--- src/hdl/crk_pkg.sv ---
`timescale 1ns / 1ps
package crk_pkg;

  localparam int FRAC_BITS        = 16;
  localparam int MAX_COMPARTMENTS = 32;
  localparam int MAX_COUPLINGS    = 64;
  localparam int IW               = $clog2(MAX_COMPARTMENTS);
  localparam int CIW              = $clog2(MAX_COUPLINGS);
  localparam int NW               = IW + 1;
  localparam int NCW              = CIW + 1;
  localparam int FW               = 4;
  localparam int AW               = FW + IW;

  localparam logic [31:0] FX_ONE = 32'(1) << FRAC_BITS;

  // divide-by-three unit: 48-bit dividend, eight quotient bits per cycle
  localparam int DIV_W      = 48;
  localparam int DIV_RADIX  = 8;
  localparam int DIV_STEPS  = DIV_W / DIV_RADIX;
  localparam logic [DIV_W-1:0] DIV_BIAS = DIV_W'(3) << (DIV_W - 2);
  localparam logic [DIV_W-1:0] DIV_UNBIAS = DIV_W'(1) << (DIV_W - 2);

  // item kinds
  localparam logic [2:0] K_PARAM    = 3'd0;
  localparam logic [2:0] K_COUPLING = 3'd1;
  localparam logic [2:0] K_STATE    = 3'd2;
  localparam logic [2:0] K_STIM     = 3'd3;
  localparam logic [2:0] K_ADVANCE  = 3'd4;

  // register indexes
  localparam logic [1:0] REG_STEP  = 2'd0;
  localparam logic [1:0] REG_NCOMP = 2'd1;
  localparam logic [1:0] REG_NCPL  = 2'd2;

  localparam logic [30:0] STEP_RESET  = 31'd655;
  localparam logic [5:0]  NCOMP_RESET = 6'd32;
  localparam logic [6:0]  NCPL_RESET  = 7'd0;

  // word memory fields
  localparam logic [FW-1:0] F_U     = 4'd0;
  localparam logic [FW-1:0] F_V     = 4'd1;
  localparam logic [FW-1:0] F_ALPHA = 4'd2;
  localparam logic [FW-1:0] F_B     = 4'd3;
  localparam logic [FW-1:0] F_TAU   = 4'd4;
  localparam logic [FW-1:0] F_TAUR  = 4'd5;
  localparam logic [FW-1:0] F_NAX   = 4'd6;
  localparam logic [FW-1:0] F_SU    = 4'd7;
  localparam logic [FW-1:0] F_SV    = 4'd8;
  localparam logic [FW-1:0] F_SSU   = 4'd9;
  localparam logic [FW-1:0] F_SSV   = 4'd10;
  localparam logic [FW-1:0] F_KU    = 4'd11;
  localparam logic [FW-1:0] F_KV    = 4'd12;
  localparam logic [FW-1:0] F_CSUM  = 4'd13;
  localparam logic [FW-1:0] F_STIM0 = 4'd14;

  typedef struct packed {
    logic [30:0]    h;
    logic [NW-1:0]  n;
    logic [IW-1:0]  nm1;
    logic [NCW-1:0] nc;
  } cfg_t;

  typedef struct packed {
    logic        mul_go;
    logic [31:0] mul_a;
    logic [31:0] mul_b;
    logic [31:0] add_a;
    logic [31:0] add_b;
    logic        add_sub;
    logic        div_go;
  } alu_req_t;

  typedef struct packed {
    logic [31:0] mul_res;
    logic        mul_sat;
    logic [31:0] add_res;
    logic        add_sat;
    logic [31:0] div_res;
    logic        div_sat;
    logic        div_busy;
  } alu_rsp_t;

  typedef struct packed {
    logic [IW-1:0] compartment;
    logic [31:0]   u;
    logic [31:0]   v;
    logic          last;
    logic          ovf;
  } res_t;

  // saturate to 32 bits, flag in the top bit
  function automatic logic [32:0] sat64(input logic signed [63:0] x);
    logic [32:0] r;
    if (x > 64'sd2147483647) r = {1'b1, 32'h7FFF_FFFF};
    else if (x < -64'sd2147483648) r = {1'b1, 32'h8000_0000};
    else r = {1'b0, x[31:0]};
    return r;
  endfunction

endpackage

--- src/hdl/crk_alu.sv ---
`timescale 1ns / 1ps
module crk_alu (
  input  logic              clk,
  input  logic              rst,
  input  crk_pkg::alu_req_t req,
  output crk_pkg::alu_rsp_t rsp
);

  logic signed [63:0] prod;
  logic signed [63:0] prod_sh;
  logic [32:0]        ms;
  logic signed [63:0] sum;
  logic [32:0]        as_r;
  logic [crk_pkg::DIV_W-1:0] dy, dq, dy_n, dq_n, dvd;
  logic [1:0]         dr, dr_n;
  logic [2:0]         dcnt;
  logic [2:0]         t;
  logic signed [crk_pkg::DIV_W-1:0] qs;
  logic [32:0]        ds;

  always_ff @(posedge clk) begin
    if (req.mul_go) prod <= $signed(req.mul_a) * $signed(req.mul_b);
  end

  assign prod_sh = prod >>> crk_pkg::FRAC_BITS;
  assign ms      = crk_pkg::sat64(prod_sh);

  always_comb begin
    if (req.add_sub)
      sum = 64'($signed(req.add_a)) - 64'($signed(req.add_b));
    else
      sum = 64'($signed(req.add_a)) + 64'($signed(req.add_b));
  end
  assign as_r = crk_pkg::sat64(sum);

  // floor(prod / 2^(FRAC_BITS+1)), biased positive for the divide by three
  assign dvd = crk_pkg::DIV_W'(prod >>> (crk_pkg::FRAC_BITS + 1)) + crk_pkg::DIV_BIAS;

  always_comb begin
    dr_n = dr;
    dy_n = dy;
    dq_n = dq;
    t    = 3'd0;
    for (int j = 0; j < crk_pkg::DIV_RADIX; j++) begin
      t    = {dr_n, dy_n[crk_pkg::DIV_W-1]};
      dy_n = {dy_n[crk_pkg::DIV_W-2:0], 1'b0};
      if (t >= 3'd3) begin
        dq_n = {dq_n[crk_pkg::DIV_W-2:0], 1'b1};
        dr_n = 2'(t - 3'd3);
      end else begin
        dq_n = {dq_n[crk_pkg::DIV_W-2:0], 1'b0};
        dr_n = t[1:0];
      end
    end
  end

  always_ff @(posedge clk) begin
    if (rst) begin
      dcnt <= 3'd0;
    end else if (req.div_go) begin
      dcnt <= 3'(crk_pkg::DIV_STEPS);
    end else if (dcnt != 3'd0) begin
      dcnt <= dcnt - 3'd1;
    end
  end

  always_ff @(posedge clk) begin
    if (req.div_go) begin
      dy <= dvd;
      dq <= '0;
      dr <= 2'd0;
    end else if (dcnt != 3'd0) begin
      dy <= dy_n;
      dq <= dq_n;
      dr <= dr_n;
    end
  end

  assign qs = $signed(dq - crk_pkg::DIV_UNBIAS);
  assign ds = crk_pkg::sat64(64'(qs));

  always_comb begin
    rsp.mul_res  = ms[31:0];
    rsp.mul_sat  = ms[32];
    rsp.add_res  = as_r[31:0];
    rsp.add_sat  = as_r[32];
    rsp.div_res  = ds[31:0];
    rsp.div_sat  = ds[32];
    rsp.div_busy = (dcnt != 3'd0);
  end

endmodule

--- config.mk ---
export PLATFORM = sky130hd
export DESIGN_NAME = crk_alu
export DESIGN_NICKNAME = d
export VERILOG_FILES = /design/src/hdl/crk_pkg.sv /design/src/hdl/crk_alu.sv
export SDC_FILE = /design/constraint.sdc
export NUM_CORES = 2
export LEC_CHECK = 0
export BUFFER_PORTS_ARGS = -buffer_cell sky130_fd_sc_hd__buf_2
export CAP_MARGIN = 40
export CORE_MARGIN = 3
export CORE_UTILIZATION = 37
export CTS_CLUSTER_SIZE = 24
export DETAILED_ROUTE_END_ITERATION = 10
export PLACE_DENSITY = 0.5
export SLEW_MARGIN = 20
export SYNTH_ARGS = -nofsm -noshare
export SYNTH_HDL_FRONTEND = slang
export SYNTH_SLANG_ARGS = --single-unit
--- constraint.sdc ---
create_clock -name clk -period 21 [get_ports clk]
set_clock_uncertainty 0.15 [all_clocks]
set_input_delay 4.2 -clock clk [delete_from_list [all_inputs] [get_ports clk]]
set_output_delay 4.2 -clock clk [all_outputs]
set_load 0.01 [all_outputs]
==> flow_summary.yaml <==
global_route:
  gr-total-overflow: 0
  grt_use_total: 0.221
  first_global_vias: 35350
  wire_length_of_the_first_global_routing_pass_um: 211000
  largest_net_degree_at_the_start_of_global_routing: 52
  grt_antenna_before_repair: 10
floorplanning:
  die-width_um: 353
  design.core.area_um2: 119000
  die_h_um: 353
  floorplan.initialDensity: 0.375
  rows: 126
  io_pins: 233
  area_enclosed_by_the_die_boundary_um2: 124000
clock_network:
  cts_root_buf: "sky130_fd_sc_hd__clkbuf_16"
  clock-sinks: 149
  cts_htree_levels: 4
  clock_latency_ps: 430
  post_cts_resize_count: 0
  worst_setup_hold_path_clk_slew_ps: 70
  hold_buffers: 0
  clock_path_buffers: 2
  setup_buffers_after_cts: 0
  cts_tree: "done"
  cts_made_buffers: 17
placement:
  post-place-ws_ps: 6260
  numPortBuffers: 232
  dp_hpwl_um: 104000
  gp_congestion: 0.912
sta:
  timing.max_slew.rel_slack: 0.405
  grt_setup_unrepaired: "no"
  report.final.hold_viol_count: 0
  timing.final.crit_period_ps: 14660
  post-route-worst-setup-slack_ps: 6340
  max_freq_mhz: 68.2
  max_slew.worst_pin.slew_ps: 885
  setup_viol: 0
  timing.final.crit_share: 0.698
  final-max-slew-violation-count: 0
  setup_tns_ps: 0
synthesis:
  synth-seq-area-share: 0.0887
  synth_edf_count: 96
  postSynthNetCount: 6298
  ys_top_cells_by_area: "sky130_fd_sc_hd__fa_1 49%, sky130_fd_sc_hd__inv_1 10%, sky130_fd_sc_hd__nand2_1 7.0%"
  ys_seq_elements: 149
  synthFlopType: "sky130_fd_sc_hd__edfxtp_1"
  avgSynthCellArea_um2: 9.15
  netlist_instances: 4858
  yosys_warnings: 0
  post_synth_instance_area_um2: 44500
  fraction_of_synthesized_cell_area_taken_by_the_top_area_cell_type: 0.487
  yosysUniqueCellTypes: 71
  synth-async-reset-ratio: 0
  synth_largest_area_cell: "sky130_fd_sc_hd__fa_1"
detailed_routing:
  drt_drc_violations_left: 0
  routed_wl_um: 134000
  first_pass_iters: 5
  wl_per_cell_um: 20.3
  route.vias.total: 31985
  drt_iter0_markers: 1737
  routed_vias_inst: 4.86
  antenna_left: 0
worst_setup_path:
  worstSetupEndpointType: "primary output"
  path_max_fanout: 22
  cp_cell_sequence: "buf_2 > or4_1 > or4_4 > nor2_1 > nor4b_1 > nand2_1 > nor4_1 > nor3b_1 > a21oi_1 > xnor2_1 > ha_1 > nand2_1 > o21ai_0 > a21o_1 > a21oi_1 > nor2b_1 > o21ai_0 > nand2b_1 > a41oi_1 > xnor2_1 > buf_4 > nand2_1 > a21oi_1 > buf_2"
  cpMaxStageDelayCell: "sky130_fd_sc_hd__nor4_1"
  crit_type: "primary input to primary output"
  worstPathArrival_ps: 10310
  crit_path_max_incr_delay_ps: 580
  critical_path.startpoint_type: "primary input"
  worstPathRequired_ps: 16650
status:
  run_status: "finished, final reports clean"
min_path:
  worst_hold_path_type: "register to register"
cells_and_area:
  final_net_count: 6396
  finalCoreUtilization: 0.406
  post_route_cells_drive_above_1_share: 0.0819
  layout-area-overhead-vs-synth_pct: 8.47
run:
  drv_cap: 0
-- sequential cells by signal, summed over array words and instances, names as in the netlist --
name  flops
dy       48
dcnt      3
dq       48
prod     48
dr        2
-- path summary, 6_finish.rpt --
kind / end / cells past startpoint / from / slack [ps]
setup / recovery: rsp[62] / 24 / req[7] / 6340
hold / removal: dcnt[1]$_SDFFE_PP0P_ / 2 / dcnt[1]$_SDFFE_PP0P_ / 350
setup reg to reg: dr[1]$_SDFFE_PP0P_ / 35 / dy[47]$_DFFE_PP_ / 13270
hold reg to reg: dcnt[1]$_SDFFE_PP0P_ / 2 / dcnt[1]$_SDFFE_PP0P_ / 350
-- stage by stage --
| stage | hold WS, ps | area [um2] | std cells |
|---|---|---|---|
| 2_1_floorplan | 314 | 44500 | 4858 |
| 3_3_place_gp | 331 | 47300 | 6520 |
| 3_5_place_dp | 334 | 47600 | 6535 |
| 4_1_cts | 350 | 48200 | 6567 |
| 5_1_grt | 369 | 48200 | 6570 |
| 6_report | 346 | 48200 | 6576 |
-- synthesized netlist by cell type, types with 10 or more instances --
| library cell | n |
|---|---|
| sky130_fd_sc_hd__nor2_1 | 127 |
| sky130_fd_sc_hd__ha_1 | 225 |
| sky130_fd_sc_hd__nand2b_1 | 33 |
| sky130_fd_sc_hd__nand3_1 | 17 |
| sky130_fd_sc_hd__and2_1 | 268 |
| sky130_fd_sc_hd__mux2_2 | 40 |
| sky130_fd_sc_hd__clkbuf_1 | 225 |
| sky130_fd_sc_hd__nand2_1 | 835 |
| sky130_fd_sc_hd__xor2_1 | 24 |
| sky130_fd_sc_hd__mux2i_1 | 44 |
| sky130_fd_sc_hd__a31oi_1 | 14 |
| sky130_fd_sc_hd__xnor2_1 | 96 |
| sky130_fd_sc_hd__inv_1 | 1220 |
| sky130_fd_sc_hd__o21bai_1 | 10 |
| sky130_fd_sc_hd__fa_1 | 1082 |
| sky130_fd_sc_hd__a21o_1 | 78 |
| sky130_fd_sc_hd__and3_1 | 12 |
| sky130_fd_sc_hd__nor2b_1 | 15 |
| sky130_fd_sc_hd__o21ai_0 | 36 |
| sky130_fd_sc_hd__nor4_1 | 13 |
| sky130_fd_sc_hd__o21a_1 | 17 |
| sky130_fd_sc_hd__nand4_1 | 21 |
| sky130_fd_sc_hd__edfxtp_1 | 96 |
| sky130_fd_sc_hd__nor3_1 | 33 |
| sky130_fd_sc_hd__a21oi_1 | 102 |
| sky130_fd_sc_hd__dfxtp_1 | 53 |
-- metal layers --
metal,share of wire,GRT usage
met1,0.44,0.299
met2,0.48,0.378
met3,0.059,0.0324
met4,0.019,0.0429
met5,0.0012,0.00731
-- cells by family after synthesis --
group	share of synthesized area
AO/OA/AOI/OAI	0.0474
XOR/XNOR	0.0240
adder cells (fa/ha/maj)	0.552
buffers and inverters	0.123
flip-flops	0.0887
multiplexers	0.0200
AND/OR/NAND/NOR	0.145
-- cell usage in the layout (no fill, tap or decap), types with 5 or more instances in the layout --
cell type and count:
sky130_fd_sc_hd__o21a_1 17, sky130_fd_sc_hd__nor3b_1 8, sky130_fd_sc_hd__o21bai_1 10, sky130_fd_sc_hd__o21ai_0 36, sky130_fd_sc_hd__nand4_1 21, sky130_fd_sc_hd__nor3_1 33, sky130_fd_sc_hd__and3_1 12, sky130_fd_sc_hd__inv_1 1220
sky130_fd_sc_hd__dfxtp_1 53, sky130_fd_sc_hd__or2_2 6, sky130_fd_sc_hd__xor2_1 23, sky130_fd_sc_hd__nor2b_1 15, sky130_fd_sc_hd__xnor2_1 96, sky130_fd_sc_hd__buf_16 7, sky130_fd_sc_hd__buf_2 231, sky130_fd_sc_hd__diode_2 7
sky130_fd_sc_hd__a211o_1 5, sky130_fd_sc_hd__nand2b_1 33, sky130_fd_sc_hd__edfxtp_1 96, sky130_fd_sc_hd__a211oi_1 9, sky130_fd_sc_hd__clkbuf_16 17, sky130_fd_sc_hd__ha_1 224, sky130_fd_sc_hd__a21o_1 78, sky130_fd_sc_hd__inv_6 7
sky130_fd_sc_hd__nor4_1 13, sky130_fd_sc_hd__o21ai_1 8, sky130_fd_sc_hd__buf_12 7, sky130_fd_sc_hd__mux2_2 40, sky130_fd_sc_hd__buf_4 64, sky130_fd_sc_hd__a31oi_1 14, sky130_fd_sc_hd__nor2_1 127, sky130_fd_sc_hd__mux2i_1 44
sky130_fd_sc_hd__and2_1 268, sky130_fd_sc_hd__nand2_1 834, sky130_fd_sc_hd__nand3_1 17, sky130_fd_sc_hd__fa_1 1082, sky130_fd_sc_hd__maj3_1 9, sky130_fd_sc_hd__a21oi_1 101
-- final cells by class --
cell class | instances | area, um2
Sequential cell | 149 | 3940
Clock inverter | 13 | 134
Fill cell | 12116 | 70500
Timing Repair Buffer | 312 | 2010
Clock buffer | 19 | 443
Multi-Input combinational cell | 3255 | 35100
Tap cell | 1600 | 2000
Antenna cell | 7 | 17.5
Inverter | 1221 | 4580
-- critical path: cells and delay by family --
kind	cells	cell delay [ps]
AND/OR/NAND/NOR	11	3680
AO/OA/AOI/OAI	7	1260
buffers and inverters	3	510
adder cells (fa/ha/maj)	1	360
XOR/XNOR	2	310
Power is not shown: default switching activity piles up to over one toggle a cycle in this logic, so the estimate is an artifact.
