File: src/hdl/crk_pkg.sv
`timescale 1ns / 1ps
package crk_pkg;

  localparam int FRAC_BITS        = 16;
  localparam int MAX_COMPARTMENTS = 32;
  localparam int MAX_COUPLINGS    = 64;
  localparam int IW               = $clog2(MAX_COMPARTMENTS);
  localparam int CIW              = $clog2(MAX_COUPLINGS);
  localparam int NW               = IW + 1;
  localparam int NCW              = CIW + 1;
  localparam int FW               = 4;
  localparam int AW               = FW + IW;

  localparam logic [31:0] FX_ONE = 32'(1) << FRAC_BITS;

  // divide-by-three unit: 48-bit dividend, eight quotient bits per cycle
  localparam int DIV_W      = 48;
  localparam int DIV_RADIX  = 8;
  localparam int DIV_STEPS  = DIV_W / DIV_RADIX;
  localparam logic [DIV_W-1:0] DIV_BIAS = DIV_W'(3) << (DIV_W - 2);
  localparam logic [DIV_W-1:0] DIV_UNBIAS = DIV_W'(1) << (DIV_W - 2);

  // item kinds
  localparam logic [2:0] K_PARAM    = 3'd0;
  localparam logic [2:0] K_COUPLING = 3'd1;
  localparam logic [2:0] K_STATE    = 3'd2;
  localparam logic [2:0] K_STIM     = 3'd3;
  localparam logic [2:0] K_ADVANCE  = 3'd4;

  // register indexes
  localparam logic [1:0] REG_STEP  = 2'd0;
  localparam logic [1:0] REG_NCOMP = 2'd1;
  localparam logic [1:0] REG_NCPL  = 2'd2;

  localparam logic [30:0] STEP_RESET  = 31'd655;
  localparam logic [5:0]  NCOMP_RESET = 6'd32;
  localparam logic [6:0]  NCPL_RESET  = 7'd0;

  // word memory fields
  localparam logic [FW-1:0] F_U     = 4'd0;
  localparam logic [FW-1:0] F_V     = 4'd1;
  localparam logic [FW-1:0] F_ALPHA = 4'd2;
  localparam logic [FW-1:0] F_B     = 4'd3;
  localparam logic [FW-1:0] F_TAU   = 4'd4;
  localparam logic [FW-1:0] F_TAUR  = 4'd5;
  localparam logic [FW-1:0] F_NAX   = 4'd6;
  localparam logic [FW-1:0] F_SU    = 4'd7;
  localparam logic [FW-1:0] F_SV    = 4'd8;
  localparam logic [FW-1:0] F_SSU   = 4'd9;
  localparam logic [FW-1:0] F_SSV   = 4'd10;
  localparam logic [FW-1:0] F_KU    = 4'd11;
  localparam logic [FW-1:0] F_KV    = 4'd12;
  localparam logic [FW-1:0] F_CSUM  = 4'd13;
  localparam logic [FW-1:0] F_STIM0 = 4'd14;

  typedef struct packed {
    logic [30:0]    h;
    logic [NW-1:0]  n;
    logic [IW-1:0]  nm1;
    logic [NCW-1:0] nc;
  } cfg_t;

  typedef struct packed {
    logic        mul_go;
    logic [31:0] mul_a;
    logic [31:0] mul_b;
    logic [31:0] add_a;
    logic [31:0] add_b;
    logic        add_sub;
    logic        div_go;
  } alu_req_t;

  typedef struct packed {
    logic [31:0] mul_res;
    logic        mul_sat;
    logic [31:0] add_res;
    logic        add_sat;
    logic [31:0] div_res;
    logic        div_sat;
    logic        div_busy;
  } alu_rsp_t;

  typedef struct packed {
    logic [IW-1:0] compartment;
    logic [31:0]   u;
    logic [31:0]   v;
    logic          last;
    logic          ovf;
  } res_t;

  // saturate to 32 bits, flag in the top bit
  function automatic logic [32:0] sat64(input logic signed [63:0] x);
    logic [32:0] r;
    if (x > 64'sd2147483647) r = {1'b1, 32'h7FFF_FFFF};
    else if (x < -64'sd2147483648) r = {1'b1, 32'h8000_0000};
    else r = {1'b0, x[31:0]};
    return r;
  endfunction

endpackage

File: src/hdl/crk_regs.sv
`timescale 1ns / 1ps
module crk_regs (
  input  logic               clk,
  input  logic               rst,
  input  logic               psel,
  input  logic               penable,
  input  logic               pwrite,
  input  logic [3:0]         paddr,
  input  logic [31:0]        pwdata,
  output logic [31:0]        prdata,
  output logic               pready,
  output crk_pkg::cfg_t      cfg
);

  logic [30:0] step_size;
  logic [5:0]  active_dendrites;
  logic [6:0]  active_couplings;
  logic [1:0]  ridx;
  logic [crk_pkg::NW-1:0] n;

  assign pready = 1'b1;
  assign ridx   = paddr[3:2];

  always_ff @(posedge clk) begin
    if (rst) begin
      step_size        <= crk_pkg::STEP_RESET;
      active_dendrites <= crk_pkg::NCOMP_RESET;
      active_couplings <= crk_pkg::NCPL_RESET;
    end else if (psel && penable && pwrite) begin
      case (ridx)
        crk_pkg::REG_STEP:  step_size        <= pwdata[30:0];
        crk_pkg::REG_NCOMP: active_dendrites <= pwdata[5:0];
        crk_pkg::REG_NCPL:  active_couplings <= pwdata[6:0];
        default: ;
      endcase
    end
  end

  always_comb begin
    case (ridx)
      crk_pkg::REG_STEP:  prdata = {1'b0, step_size};
      crk_pkg::REG_NCOMP: prdata = {26'd0, active_dendrites};
      crk_pkg::REG_NCPL:  prdata = {25'd0, active_couplings};
      default:            prdata = 32'd0;
    endcase
  end

  // clamp counts to the supported range
  always_comb begin
    if (active_dendrites == 6'd0) n = crk_pkg::NW'(1);
    else if (active_dendrites > 6'(crk_pkg::MAX_COMPARTMENTS))
      n = crk_pkg::NW'(crk_pkg::MAX_COMPARTMENTS);
    else n = crk_pkg::NW'(active_dendrites);
    cfg.h   = step_size;
    cfg.n   = n;
    cfg.nm1 = crk_pkg::IW'(n - crk_pkg::NW'(1));
    if (active_couplings > 7'(crk_pkg::MAX_COUPLINGS))
      cfg.nc = crk_pkg::NCW'(crk_pkg::MAX_COUPLINGS);
    else cfg.nc = crk_pkg::NCW'(active_couplings);
  end

endmodule

File: config.mk
export PLATFORM = sky130hd
export DESIGN_NAME = crk_regs
export DESIGN_NICKNAME = d
export VERILOG_FILES = /design/src/hdl/crk_pkg.sv /design/src/hdl/crk_regs.sv
export SDC_FILE = /design/constraint.sdc
export NUM_CORES = 1
export LEC_CHECK = 0
export BUFFER_PORTS_ARGS = -buffer_cell sky130_fd_sc_hd__buf_2
export CORE_AREA = 3 3 95 97
export CTS_CLUSTER_SIZE = 14
export DETAILED_ROUTE_END_ITERATION = 16
export DIE_AREA = 0 0 98 100
export PLACE_DENSITY = 0.53
export SYNTH_ARGS = -nofsm -noshare
export SYNTH_HDL_FRONTEND = slang
export SYNTH_SLANG_ARGS = --single-unit
export TNS_END_PERCENT = 30
File: constraint.sdc
create_clock -name clk -period 3.08 [get_ports clk]
set_input_delay 0.308 -clock clk [delete_from_list [all_inputs] [get_ports clk]]
set_output_delay 0.308 -clock clk [all_outputs]
set_load 0.005 [all_outputs]
==> results of run 1 <==
stage by stage:
step	std cells	hold WS (ns)	power, uW	util (%)	area (um^2)
2_1_floorplan	265	0.4612	670.9	-	2437
3_3_place_gp	468	0.4680	718.0	37.03	3043
3_5_place_dp	468	0.4704	719.9	37.03	3043
4_1_cts	476	0.2412	1096	38.10	3131
5_1_grt	476	0.2473	1125	38.10	3131
6_report	476	0.2553	1070	38.10	3131
cells by family (layout without fill, tap and decap cells):
kind of cell	Yosys count	count (layout)	synth area share [%]
mux	51	51	20.94
compound gates	8	8	1.642
simple gates	134	134	33.73
flops	44	44	36.14
buf+inv	23	129	6.006
other cells	2	2	0.3081
fa+ha+maj	1	1	0.5133
xor+xnor	2	2	0.7188
registers in the layout, indices dropped and copies added, names as in the netlist:
name              count
active_dendrites      6
step_size            31
active_couplings      7
power breakdown:
| part | switching [uW] | internal (uW) |
|---|---|---|
| combinational | 60.1 | 62.0 |
| sequential | 6.52 | 576 |
| clock | 207 | 158 |
| total | 273 | 796 |
worst max-delay path: stages (launching register included):
cell     delay (ns)
dfxtp_1        0.37
nor4_1         0.27
nor2_1         0.08
or2_1          0.23
ha_1           0.22
or3b_1         0.18
xnor2_1        0.10
buf_2          0.12
synthesized netlist by cell type (2+ instances only):
master    number
nand2_1        6
conb_1         2
nor2_1        18
and2_1        24
nor2b_1       10
clkbuf_1      11
mux2i_1       51
o21ai_0        6
nand2b_1      68
buf_8          4
buf_4          3
dfxtp_1       44
inv_1          2
buf_2          3
final cells by class:
class / count / share of cell area, %
inverters: 2 / 0.2398
clock inverters: 3 / 0.5995
multi-input cells: 198 / 45.04
flip-flops and latches: 44 / 28.14
clock buffers: 5 / 2.198
well taps: 105 / 4.197
repair buffers: 119 / 19.58
final timing paths:
kind	slack (ns)	cells past startpoint	to	start
min	0.26	3	step_size[30]	pwdata[30]
max reg2reg	2.23	2	active_couplings[6]	active_couplings[6]
max	0.92	7	cfg[11]	active_dendrites[2]
min reg2reg	0.49	2	step_size[27]	step_size[27]
layer usage:
| layer | track usage (%) | vias up | wire length (um) |
|---|---|---|---|
| met1 | 17.01 | 906 | 2845 |
| met2 | 18.85 | 81 | 2608 |
| met5 | 0 | - | 0 |
| li1 | - | 1055 | - |
| met4 | 2.875 | 0 | 50 |
| met3 | 4.170 | 4 | 504 |
==> results.md, run 1 <==
* Top FF cell, synth: dfxtp_1
* Data required time at the worst endpoint at between 2 and 3 ns
* Sequential share of the synthesized area at roughly 36%
* Hold Fails Final Rpt at 0
* Iter 0 DRT Violations at 38
* CP Capture Type: primary output
* Diode count at 0
* ANT nets after route at 0
* Max Freq at ~0.46 GHz
* Global-route wire length before repair at slightly below 10,000 um
* Status: completed
* DR pass1 iterations at 4
* Post-DP HPWL at around 4400 um
* Post-synth top area share at approximately 36%
* Std cell rows at 33
* Resize count post-CTS at 0
* Leak pwr at 0.001469 uW
* Synthesized area per cell at between 9 and 10 um^2
* Max cap viols at 0
* Post-Route WL at 6009 um
* Final worst slack at approximately 0.9 ns
* Pwr Density at around 340 nW/um^2
* Slew at the pin closest to its max-slew limit at about 1 ns
* Pre-CTS setup slack at 1.105 ns
* Root Buffer: clkbuf_8
* Slew headroom at around 33%
* Hold_buf cts at 0
* Max clock buf depth at 2
* Mapped Cells at approximately 270
* Final setup violation count at 0
* Die height at 100 um
* H-tree depth at 2
* Fin nets at 412
* Final min period at ~2.2 ns
* Async set or reset register ratio after synthesis at 0%
* Top Ports at ~120
* DRC Markers at 0
* Share of layout cells above drive strength 1 at 35.31%
* Yosys cell types at 27
* RSZ-0062 raised after global routing: false
* Hold crit path type: input pin to flip-flop
* Yosys warns at 0
* CTS tree: done
* Largest net degree at the start of global routing at 81
* WL/cell at between 10 and 15 um
* Die Wd at between 90 and 100 um
* Max-slew violations at 0
* Placer Congestion at ~0.76
* Vias at 2,046
* Worst-path fanout max at 5
* Worst-Skew Late Latency at around 0.28 ns
* CTS Sinks at between 40 and 50
* Via density at roughly 4.3
* Area Growth Syn to Fin at 28.44%
* Mapped Area at between 2000 and 2500 um^2
* Worst clock skew at 0 ns
* Full die area at 9800 um^2
* Total grt overflow at 0
* Commonest non-fill, non-tap cells in the layout: buf_2 (117), nand2b_1 (68), mux2i_1 (51)
* Syn Nets at around 310
* Area leader, netlist: dfxtp_1
* Multi-input gate area at between 1000 and 1500 um^2
* Most common cell after layout, fill and taps aside: buf_2
* Tcrit/Tclk final at around 70%
* Clk slew on worst S/H paths at ~0.090 ns
* Total Routing Usage GR at approximately 12%
* Starting Density at about 30%
* Worst EP arrival at approximately 1.9 ns
* Post-synth EDFFs at 0
* IO Port Bufs at ~120
* FF/Latch Area at 880.8 um^2
* Fillers at between 800 and 900
* VDD IR max at around 0.17 mV
* Startpoint class of the critical path: flip-flop
* Vias in the first global route at roughly 2,000
* Post-CTS repair timing setup buffer count at 0
* Initial antenna violation count at 0
* Setup TNS at 0 ns
* Num CTS Buffers at 5
* Area of the core at 8217 um^2
* #FFs+latches synth at between 40 and 50
* CP Class: flip-flop to primary output
* Top cells by area, synth: dfxtp_1 (36%), mux2i_1 (21%), nand2b_1 (17%), and2_1 (6.2%), nor2_1 (2.8%)
Note: power is estimated with default switching activity, not from simulation.
==> run 2, diff against run 1 <==
clock period = 2.15 ns   (was 3.08 ns; I/O delays follow)
==> run 2 against run 1 <==
Register-to-register slack worse by 0.91 ns. Total power increased by 46%. Combinational power increased by 48%. Sequential cell count is the same. Global-route usage increased by 0.053 points. Design area rose by 1.6%. Clock power increased by 49%. Clock-buffer cell count increased by 2. Sequential share of layout area is 0.31 points lower. Critical path type unchanged. Largest power group unchanged. Highest routed layer unchanged.
==> results.md, run 2 (synthesis gave the netlist of run 1 again) <==
* Via density at 4.315 (was 4.298)
* Total Routing Usage GR at 12.44% (was 12.38%)
* Startpoint class of the critical path: flip-flop (unchanged)
* Commonest non-fill, non-tap cells in the layout: buf_2 (117), nand2b_1 (68), mux2i_1 (51) (unchanged)
* Largest registers: step_size x31, active_couplings x7, active_dendrites x6 (unchanged)
* Worst clock skew at 0 ns (unchanged)
* Setup TNS at 0 ns (unchanged)
* Max reg flops at 31 (unchanged)
* Data required time at the worst endpoint at 1.93 ns (was 2.77 ns)
* Final min period at slightly above 2 ns
* Vias in the first global route at 2,033 (was 1,999)
* Top Ports at 123 (unchanged)
* Final setup violation count at 0 (unchanged)
* Max Freq at roughly 0.5 GHz
* Area Growth Syn to Fin at 30.44% (was 28.44%)
* Worst-Skew Late Latency at 0.28 ns (about the same)
* Starting Density at 29.66% (unchanged)
* Largest net degree at the start of global routing at 44 (was 81)
* CTS Sinks at 44 (unchanged)
* Int Pwr at 1180 uW (was 796.3 uW)
* Worst-path fanout max at 5 (unchanged)
* Max-slew violations at 0 (unchanged)
* Max cap viols at 0 (unchanged)
* Num CTS Buffers at 5 (unchanged)
* WL/cell at 12.74 um (was 12.62 um)
* Clk slew on worst S/H paths at 0.09 ns (about the same)
* Hold Fails Final Rpt at 0 (unchanged)
* Clk pwr share at 34.9% (was 34.1%)
* Hold crit path type: input pin to flip-flop (unchanged)
* Full die area at 9800 um^2 (unchanged)
* Iter 0 DRT Violations at 33 (was 38)
* Leak pwr at 0.001489 uW (was 0.001469 uW)
* Most flop-heavy register: step_size (unchanged)
* Diode count at 0 (unchanged)
* Placer Congestion at 0.7282 (was 0.7649)
* Pwr Density at 490.4 nW/um^2 (was 341.6 nW/um^2)
* Global-route wire length before repair at 9970 um (was 9908 um)
* Root Buffer: clkbuf_8 (unchanged)
* IO Port Bufs at 117 (unchanged)
* Share of power burned in registers at 53.5% (was 54.5%)
* Area after DPL at 3073 um^2 (was 3043 um^2)
* DRC Markers at 0 (unchanged)
* Sw Pwr at 379.6 uW (was 273.2 uW)
* H-tree depth at 2 (unchanged)
* Fillers at 856 (was 843)
* Fin nets at 416 (was 412)
* Status: completed (unchanged)
* R2r setup slk at 1.32 ns (was 2.23 ns)
* CP Capture Type: primary output (unchanged)
* Die Wd at 98 um (unchanged)
* VDD IR max at 0.1874 mV (was 0.1666 mV)
* DR pass1 iterations at 4 (unchanged)
* Area of the core at 8217 um^2 (unchanged)
* Design area at 3179 um^2 (was 3131 um^2)
* CTS tree: done (unchanged)
* RSZ-0062 raised after global routing: false (unchanged)
* Die height at 100 um (unchanged)
* FF/Latch Area at 884.6 um^2 (was 880.8 um^2)
* Share of layout cells above drive strength 1 at 37.07% (was 35.31%)
* Tcrit/Tclk final at between 90% and 100%
* Worst EP arrival at 1.80 ns (was 1.85 ns)
* Most common cell after layout, fill and taps aside: buf_2 (unchanged)
* Slew headroom at 61.44% (was 33.27%)
* Initial antenna violation count at 0 (unchanged)
* Max clock buf depth at 2 (unchanged)
* CP Class: flip-flop to primary output (unchanged)
* Switching Share at 24.35% (was 25.54%)
* Gate power share at 11.6% (was 11.4%)
* Vias at 2,071 (was 2,046)
* Post-DP HPWL at 4559 um (was 4374 um)
* Hold_buf cts at 0 (unchanged)
* Total grt overflow at 0 (unchanged)
* Std cell rows at 33 (unchanged)
* ANT nets after route at 0 (unchanged)
* Slew at the pin closest to its max-slew limit at 0.5783 ns (was 1.001 ns)
* Post-Route WL at 6113 um (was 6009 um)
* Multi-input gate area at 1419 um^2 (was 1410 um^2)
[run 2: cell types whose count changed in the layout (fill, tap and decap cells not counted), sizes merged]
cell,delta
clkbuf,+2
clkinvlp,+1
buf,+4
clkinv,-3
[run 2: worst paths after layout]
check,startpoint,to,cells past startpoint
worst min register to register,step_size[27],step_size[27],2
worst max register to register,active_couplings[6],active_couplings[6],2
worst min-delay path,pwdata[22],step_size[22],3
worst max-delay path,active_dendrites[4],cfg[11],7
[run 2: layout make-up]
cell class                      count  area share [%]
Timing Repair Buffer              123           20.23
Inverter                            2          0.2361
Tap cell                          105           4.132
Multi-Input combinational cell    198           44.63
Clock inverter                      1          0.2361
Clock buffer                        7           2.715
Sequential cell                    44           27.82
[run 2: metrics by stage]
stage                     setup WS [ns]  hold WS [ns]  total power [uW]  util [%]  cells
after floorplan                  0.5532        0.3703             961.1         -    265
after global routing           0.001170        0.1751              1640     38.69    480
after detailed placement         0.3857        0.4707              1037     37.40    472
after CTS                       0.04990        0.1604              1595     38.54    480
after global placement           0.3802        0.4668              1034     37.40    472
final                            0.1321        0.1718              1559     38.69    480
[run 2: worst max-delay path, cell delays in order (launching register included)]
cell     delay [ns]
dfxtp_1        0.41
nor4_2         0.05
nor2_1         0.11
or2_1          0.15
ha_2           0.19
or3b_1         0.36
xnor2_1        0.13
buf_2          0.12
[run 2: power by group through the flow]
| stage | Sequential (uW) | Combinational, uW | Clock, uW |
|---|---|---|---|
| final | 834 | 181 | 544 |
| after global routing | 836 | 203 | 600 |
| after CTS | 834 | 184 | 577 |
| after detailed placement | 853 | 184 | 0 |
| after global placement | 853 | 181 | 0 |
| after floorplan | 851 | 110 | 0 |
[run 2: what timing repair did]
| action | CTS | global route |
|---|---|---|
| setup endpoints to repair | 0 | 1 |
| endpoints found under the hold margin | 0 | 0 |
| setup buffers | 0 | 0 |
| gates resized for setup | 0 | 5 |
[run 2: metal layers]
layer	vias to the layer above	part of all wire [%]	GRT usage [%]
met5	-	0	0
met3	5	7.8	3.544
met1	917	47	16.35
met4	0	1.0	2.875
li1	1065	-	-
met2	84	44	20.31
